[config.mk]
export PLATFORM = sky130hd
export DESIGN_NAME = fall_recovery_sequencer
export DESIGN_NICKNAME = d
export VERILOG_FILES = /design/src/hw/rtl/frs_pkg.sv /design/src/hw/rtl/fall_recovery_sequencer.sv
export SDC_FILE = /design/constraint.sdc
export NUM_CORES = 1
export LEC_CHECK = 0
export CORE_UTILIZATION = 38
export CTS_CLUSTER_DIAMETER = 50
export DETAILED_ROUTE_END_ITERATION = 8
export DONT_BUFFER_PORTS = 1
export PLACE_DENSITY = 0.58
export SLEW_MARGIN = 20
export SYNTH_ARGS = -nofsm -noshare
export SYNTH_HDL_FRONTEND = slang
export SYNTH_SLANG_ARGS = --single-unit
export TNS_END_PERCENT = 50
[constraint.sdc]
create_clock -name clk -period 5.9 [get_ports clk]
set_clock_uncertainty 0.15 [all_clocks]
set_input_delay 1.18 -clock clk [delete_from_list [all_inputs] [get_ports clk]]
set_output_delay 1.18 -clock clk [all_outputs]
set_load 0.05 [all_outputs]
[src/hw/rtl/frs_pkg.sv]
`timescale 1ns / 1ps
// ----------------------------------------------------------------------------
// frs_pkg: shared definitions for the fall recovery sequencer
// Phase, action and register index codes, field widths and reset defaults.
// ----------------------------------------------------------------------------
package frs_pkg;

    localparam int unsigned MaxAttemptsDef = 3;

    localparam int unsigned CfgIdxW  = 3;
    localparam int unsigned CfgDataW = 16;
    localparam int unsigned DriveW   = 15;
    localparam int unsigned TimeW    = 32;
    localparam int unsigned MsW      = 16;
    localparam int unsigned AttW     = 4;
    localparam int unsigned PhaseW   = 3;

    typedef enum logic [PhaseW-1:0] {
        PhSettle    = 3'd0,
        PhWindup    = 3'd1,
        PhKick      = 3'd2,
        PhCoast     = 3'd3,
        PhDone      = 3'd4,
        PhExhausted = 3'd5
    } phase_t;

    typedef enum logic [1:0] {
        ActTick  = 2'd0,
        ActBegin = 2'd1,
        ActRetry = 2'd2,
        ActAbort = 2'd3
    } action_t;

    typedef enum logic [CfgIdxW-1:0] {
        RegSettledRateLimit = 3'd0,
        RegSettleHoldTime   = 3'd1,
        RegWindupDrive      = 3'd2,
        RegWindupTime       = 3'd3,
        RegKickDrive        = 3'd4,
        RegKickTime         = 3'd5,
        RegCoastTime        = 3'd6,
        RegRetryDelay       = 3'd7
    } cfg_idx_t;

    // Register reset values
    localparam logic [DriveW-1:0] SettledRateLimitRst = 15'd80;
    localparam logic [MsW-1:0]    SettleHoldTimeRst   = 16'd300;
    localparam logic [DriveW-1:0] WindupDriveRst      = 15'd13107;
    localparam logic [MsW-1:0]    WindupTimeRst       = 16'd150;
    localparam logic [DriveW-1:0] KickDriveRst        = 15'd32767;
    localparam logic [MsW-1:0]    KickTimeRst         = 16'd200;
    localparam logic [MsW-1:0]    CoastTimeRst        = 16'd400;
    localparam logic [MsW-1:0]    RetryDelayRst       = 16'd500;

    localparam logic [AttW-1:0] AttMax = 4'd15;

endpackage

[src/hw/rtl/fall_recovery_sequencer.sv]
`timescale 1ns / 1ps
// Two register stages: the input register, then the result register; a word moves on
// from the input register whenever the result register is free. Throughput: one word per
// cycle while the result register is not stalled; the phase update is a single registered pass.
// The input register stalls only while the result register is full and stalled.
// Reset (rst_n low, asynchronous) clears both stages, returns the phase to done
// with no attempts counted, and loads every configuration register default.
// ----------------------------------------------------------------------------
// fall_recovery_sequencer: self-righting phase sequencer
// Steps settle, windup, kick, coast and done on tick words; begin, retry and
// abort words re-arm or end the maneuver. One result word per input word.
// ----------------------------------------------------------------------------
module fall_recovery_sequencer #(
    parameter int unsigned MAX_ATTEMPTS = frs_pkg::MaxAttemptsDef
) (
    input  logic                         clk,
    input  logic                         rst_n,
    // configuration write port
    input  logic                         cfg_write_en,
    input  logic [frs_pkg::CfgIdxW-1:0]  cfg_index,
    input  logic [frs_pkg::CfgDataW-1:0] cfg_data,
    // input channel
    input  logic                         in_valid,
    output logic                         in_stall,
    input  logic [1:0]                   action,
    input  logic                         fall_fwd,
    input  logic signed [15:0]           pitch_rate,
    input  logic [frs_pkg::TimeW-1:0]    now_time,
    // result channel
    output logic                         out_valid,
    input  logic                         out_stall,
    output logic                         drive_valid,
    output logic                         motor_mode,
    output logic signed [15:0]           motor_duty,
    output logic                         clear_odometry,
    output logic [frs_pkg::PhaseW-1:0]   phase_now,
    output logic [frs_pkg::AttW-1:0]     attempt_count
);
    import frs_pkg::*;

    localparam logic [AttW-1:0] MaxAtt = AttW'(MAX_ATTEMPTS);

    // configuration registers
    logic [DriveW-1:0] rate_limit_reg;
    logic [MsW-1:0]    hold_time_reg;
    logic [DriveW-1:0] windup_drive_reg;
    logic [MsW-1:0]    windup_time_reg;
    logic [DriveW-1:0] kick_drive_reg;
    logic [MsW-1:0]    kick_time_reg;
    logic [MsW-1:0]    coast_time_reg;
    logic [MsW-1:0]    retry_delay_reg;

    // input stage
    logic              s1_valid_reg;
    action_t           s1_action_reg;
    logic              s1_fwd_reg;
    logic [15:0]       s1_rate_reg;
    logic [TimeW-1:0]  s1_now_reg;

    // sequencer state
    phase_t            phase_reg, phase_next;
    logic [AttW-1:0]   attempts_reg, attempts_next;
    logic              fwd_reg, fwd_next;
    logic [TimeW-1:0]  phase_start_reg, phase_start_next;
    logic [TimeW-1:0]  settled_start_reg, settled_start_next;

    // result stage
    logic              out_valid_reg;
    logic              drive_valid_reg, drive_valid_next;
    logic              mode_reg, mode_next;
    logic [15:0]       duty_reg, duty_next;
    logic              clr_reg, clr_next;

    logic              out_free;
    logic              s1_move;
    logic [15:0]       rate_mag;
    logic [TimeW-1:0]  elapsed_phase;
    logic [TimeW-1:0]  elapsed_hold;
    logic [AttW-1:0]   attempts_inc;

    // Handshake: the result register frees when empty or being taken
    assign out_free = !out_valid_reg || !out_stall;
    assign s1_move  = s1_valid_reg && out_free;
    assign in_stall = s1_valid_reg && !out_free;

    // Configuration writes
    always_ff @(posedge clk or negedge rst_n)
    begin
        if (!rst_n)
        begin
            rate_limit_reg   <= SettledRateLimitRst;
            hold_time_reg    <= SettleHoldTimeRst;
            windup_drive_reg <= WindupDriveRst;
            windup_time_reg  <= WindupTimeRst;
            kick_drive_reg   <= KickDriveRst;
            kick_time_reg    <= KickTimeRst;
            coast_time_reg   <= CoastTimeRst;
            retry_delay_reg  <= RetryDelayRst;
        end
        else if (cfg_write_en)
        begin
            unique case (cfg_idx_t'(cfg_index))
                RegSettledRateLimit: rate_limit_reg   <= cfg_data[DriveW-1:0];
                RegSettleHoldTime:   hold_time_reg    <= cfg_data;
                RegWindupDrive:      windup_drive_reg <= cfg_data[DriveW-1:0];
                RegWindupTime:       windup_time_reg  <= cfg_data;
                RegKickDrive:        kick_drive_reg   <= cfg_data[DriveW-1:0];
                RegKickTime:         kick_time_reg    <= cfg_data;
                RegCoastTime:        coast_time_reg   <= cfg_data;
                RegRetryDelay:       retry_delay_reg  <= cfg_data;
                default: ;
            endcase
        end
    end

    // Input register: capture a word whenever the stage is empty or draining
    always_ff @(posedge clk or negedge rst_n)
    begin
        if (!rst_n)
        begin
            s1_valid_reg <= 1'b0;
        end
        else if (!in_stall)
        begin
            s1_valid_reg <= in_valid;
        end
    end

    always_ff @(posedge clk)
    begin
        if (in_valid && !in_stall)
        begin
            s1_action_reg <= action_t'(action);
            s1_fwd_reg    <= fall_fwd;
            s1_rate_reg   <= pitch_rate;
            s1_now_reg    <= now_time;
        end
    end

    // Rate magnitude; the most negative rate reads as 32768 unsigned
    assign rate_mag      = s1_rate_reg[15] ? 16'(-s1_rate_reg) : s1_rate_reg;
    assign elapsed_phase = s1_now_reg - phase_start_reg;
    assign elapsed_hold  = s1_now_reg - settled_start_reg;
    assign attempts_inc  = (attempts_reg == AttMax) ? attempts_reg : attempts_reg + 4'd1;

    // Phase update and result for the word in the input register
    always_comb
    begin
        phase_next         = phase_reg;
        attempts_next      = attempts_reg;
        fwd_next           = fwd_reg;
        phase_start_next   = phase_start_reg;
        settled_start_next = settled_start_reg;
        drive_valid_next   = 1'b0;
        mode_next          = 1'b0;
        duty_next          = 16'd0;
        clr_next           = 1'b0;

        unique case (s1_action_reg)
            ActBegin:
            begin
                fwd_next           = s1_fwd_reg;
                phase_next         = PhSettle;
                phase_start_next   = '0;
                settled_start_next = '0;
            end
            ActRetry:
            begin
                attempts_next = attempts_inc;
                if (attempts_inc >= MaxAtt)
                begin
                    phase_next = PhExhausted;
                end
                else
                begin
                    phase_next         = PhSettle;
                    settled_start_next = '0;
                    phase_start_next   = s1_now_reg + {{(TimeW-MsW){1'b0}}, retry_delay_reg};
                end
            end
            ActAbort:
            begin
                phase_next         = PhDone;
                attempts_next      = '0;
                settled_start_next = '0;
            end
            default:
            begin
                drive_valid_next = 1'b1;
                unique case (phase_reg)
                    PhSettle:
                    begin
                        if (s1_now_reg < phase_start_reg)
                        begin
                            settled_start_next = '0;
                        end
                        else if (rate_mag > {1'b0, rate_limit_reg})
                        begin
                            settled_start_next = '0;
                        end
                        else if (settled_start_reg == '0)
                        begin
                            settled_start_next = s1_now_reg;
                        end
                        else if (elapsed_hold >= {{(TimeW-MsW){1'b0}}, hold_time_reg})
                        begin
                            clr_next         = 1'b1;
                            phase_next       = PhWindup;
                            phase_start_next = s1_now_reg;
                        end
                    end
                    PhWindup:
                    begin
                        mode_next = 1'b1;
                        duty_next = fwd_reg ? {1'b0, windup_drive_reg}
                                            : 16'(-{1'b0, windup_drive_reg});
                        if (elapsed_phase >= {{(TimeW-MsW){1'b0}}, windup_time_reg})
                        begin
                            phase_next       = PhKick;
                            phase_start_next = s1_now_reg;
                        end
                    end
                    PhKick:
                    begin
                        mode_next = 1'b1;
                        duty_next = fwd_reg ? 16'(-{1'b0, kick_drive_reg})
                                            : {1'b0, kick_drive_reg};
                        if (elapsed_phase >= {{(TimeW-MsW){1'b0}}, kick_time_reg})
                        begin
                            phase_next       = PhCoast;
                            phase_start_next = s1_now_reg;
                        end
                    end
                    PhCoast:
                    begin
                        if (elapsed_phase >= {{(TimeW-MsW){1'b0}}, coast_time_reg})
                        begin
                            phase_next       = PhDone;
                            phase_start_next = s1_now_reg;
                        end
                    end
                    default: ;
                endcase
            end
        endcase
    end

    // Hold state; advance it as each word leaves the input register
    always_ff @(posedge clk or negedge rst_n)
    begin
        if (!rst_n)
        begin
            phase_reg         <= PhDone;
            attempts_reg      <= '0;
            fwd_reg           <= 1'b0;
            phase_start_reg   <= '0;
            settled_start_reg <= '0;
            out_valid_reg     <= 1'b0;
        end
        else
        begin
            if (s1_move)
            begin
                phase_reg         <= phase_next;
                attempts_reg      <= attempts_next;
                fwd_reg           <= fwd_next;
                phase_start_reg   <= phase_start_next;
                settled_start_reg <= settled_start_next;
            end
            if (out_free)
            begin
                out_valid_reg <= s1_valid_reg;
            end
        end
    end

    // Result register payload
    always_ff @(posedge clk)
    begin
        if (s1_move)
        begin
            drive_valid_reg <= drive_valid_next;
            mode_reg        <= mode_next;
            duty_reg        <= duty_next;
            clr_reg         <= clr_next;
        end
    end

    assign out_valid      = out_valid_reg;
    assign drive_valid    = drive_valid_reg;
    assign motor_mode     = mode_reg;
    assign motor_duty     = duty_reg;
    assign clear_odometry = clr_reg;
    assign phase_now      = phase_reg;
    assign attempt_count  = attempts_reg;

endmodule

==> reports/metrics.csv <==
metric;value;unit
outcome;finished clean;
r2r_start;s1_now_reg[1];
numPortBuffers;0;
period_minus_slack;5.441;ns
hold_viol_final;0;
critPathCapture;phase_start_reg[26];
finalSetupViolations;0;
clkTransAtPathRegs;0.06;ns
report.final.slew_viol_count;0;
critical_path_class;reg2reg;
min_path_type;in2async;
grt_pass1_wl;80710;um
drc;0;
ir_worst_vdd;272.2;uV
holdWs;0.1875;ns
post_cts_buffers;0;
synthesis.nets;2186;
dp_hpwl;38660;um
synthArstFlopShare;73.98;%
postSynthCellCount;1941;
seq_area_frac_synth;38.44;%
grt_pass1_vias;14541;
crit_top_cell;buf_4;
grt_overflow_total;0;
grt_use_total;20.81;%
synth-main-ff-cell;dfrtp_1;
die_w;223.1;um
vias;14681;
avgViaCountPerCell;5.677;
core;0.04795;mm^2
path_cells;inv_1 -> fa_1 -> nor2b_1 -> o211ai_2 -> nand3b_1 -> a21o_1 -> buf_4 -> xor2_1 -> ha_1 -> a21oi_1 -> nand2_1 -> a211oi_1 -> o221ai_1 -> nor3_1 -> o2111ai_1 -> or4_4 -> o311a_1 -> o21ba_2 -> buf_4 -> o22ai_2;
initial_core_util;38.74;%
antenna_found_initial;2;
crit_start;s1_now_reg[1];
synth.distinct_cells;86;
p_leak;8.556;nW
hold_buffers;0;
relSlewSlack;29.32;%
syn_area;0.01857;mm^2
grt_max_degree;200;
cts_tree;built;
final_layout_size_suffix_gt1_share;14.10;%
ios;103;
fmax;183.8;MHz
rsz0062_at_grt;no;
fp-row-count;80;
cp.arrival;5.77;ns
cts_resized;0;
min_period_over_period;92.22;%
wl_per_cell;20.01;um
htree_num_levels;2;
maxCapViolCount;0;
root_buffer;clkbuf_16;
dieArea;0.04976;mm^2
dr.pass1.iters;7;
ys.warnings.count;0;
worstSetupEndpointType;flip-flop;
regToRegSetupSlack;0.46;ns
wirelength;51740;um
cts.sinks;269;
nets;2184;
critPathLaunchType;flip-flop;
dieHeight;223.1;um
crit_fanout;17;
synth_edf_count;70;
worst_pin_slew;1.057;ns
cp_num_buf_inv;3;
reg2reg_depth;20;
powerDensity;457.2;mW/mm^2
clockBufferDepth;3;
ant_nets;0;
first_iter_violations;956;
slowest_stage;or4_4;
syn2layout_area_growth;10.78;%
cts_buffers;40;
ys_ff_latch;269;
cp.required;6.22;ns
worst_r2r_endpoint;phase_start_reg[26];
syn_avg_cell_area;9.569;um^2
gp_congestion;0.9533;
worst-path-stages;20;
fin_setup_tns;0;ns
crit_path_max_incr_delay;0.52;ns
clk_latency;0.56;ns
cp_top_family;compound AO/OA/AOI/OAI gates;
n_antenna_cell;0;
area by class of cell:
type	count	area [um^2]
fillers	4548	27370
multi-input cells	1418	10450
flip-flops and latches	269	7139
clock buffers	53	1091
well taps	615	769.5
inverters	185	694.4
clock inverters	21	242.7
repair buffers	25	191.4
cell usage after synthesis (46+ instances only):
cell type / count / share of area, %
a21oi_1: 108 / 2.9
clkbuf_1: 53 / 1.1
dfrtp_1: 153 / 21
dfstp_2: 46 / 6.5
edfxtp_1: 70 / 11
ha_1: 167 / 11
inv_1: 185 / 3.7
mux2_2: 99 / 6.0
nand2_1: 143 / 2.9
nor2_1: 118 / 2.4
o21ai_0: 116 / 3.1
xnor2_1: 72 / 3.4
report_power, final:
part,total [mW],switching [mW],internal [mW]
clock network,2.39,0.925,1.46
registers,2.75,0.399,2.35
logic,4.27,2.45,1.81
total,9.41,3.78,5.63
routing by layer:
metal / global-route usage, % / part of all wire, % / wire length (um) / vias to the layer above
met5: 0 / 0.025 / 13 / -
met3: 4.280 / 5.8 / 3025 / 93
met2: 33.58 / 46 / 23720 / 372
met4: 8.432 / 3.4 / 1778 / 2
met1: 27.17 / 45 / 23200 / 7157
li1: - / - / - / 7057
layout by cell type (no fill, tap or decap), types with 33 or more instances in the layout:
master     count
edfxtp_1      70
or3_1         33
a21oi_1      108
o21ai_0      116
nand2_1      143
nand3_1       39
a22o_1        34
mux2_2        99
dfrtp_1      153
xnor2_1       72
dfstp_2       46
inv_1        185
nor2_1       118
ha_1         167
clkbuf_16     41
worst min-delay path by stage:
stage	to	depth (start not counted)	slack, ns	start
final	rate_limit_reg[9]	0	0.19	rst_n
after global routing	rate_limit_reg[9]	0	0.16	rst_n
after CTS	rate_limit_reg[0]	0	0.15	rst_n
after detailed placement	fwd_reg	1	0.32	s1_fwd_reg
after global placement	out_valid	1	0.31	s1_valid_reg
after floorplan	out_valid	1	0.30	s1_valid_reg
per-stage QoR:
step / instance area [um^2] / power (mW) / instances / setup WS (ns) / utilization, %
6_report: 20570 / 9.407 / 2586 / 0.4589 / 42.91
5_1_grt: 20570 / 10.10 / 2586 / 0.1189 / 42.91
4_1_cts: 20560 / 9.450 / 2585 / 0.4879 / 42.89
3_5_place_dp: 19230 / 7.005 / 2511 / 0.5149 / 40.11
3_3_place_gp: 19230 / 6.924 / 2511 / 0.6015 / 40.11
2_1_floorplan: 18570 / 5.926 / 1941 / 1.031 / -
cell families (layout without fill, tap and decap cells):
kind of cell,after synthesis,count (layout),synth area share [%]
adder cells (fa/ha/maj),170,170,11.57
flip-flops,269,269,38.44
multiplexers,115,115,7.134
XOR/XNOR,103,103,4.857
AND/OR/NAND/NOR,529,529,14.32
buffers and inverters,254,284,5.443
AO/OA/AOI/OAI,501,501,18.23
(Power assumes the default switching activity.)
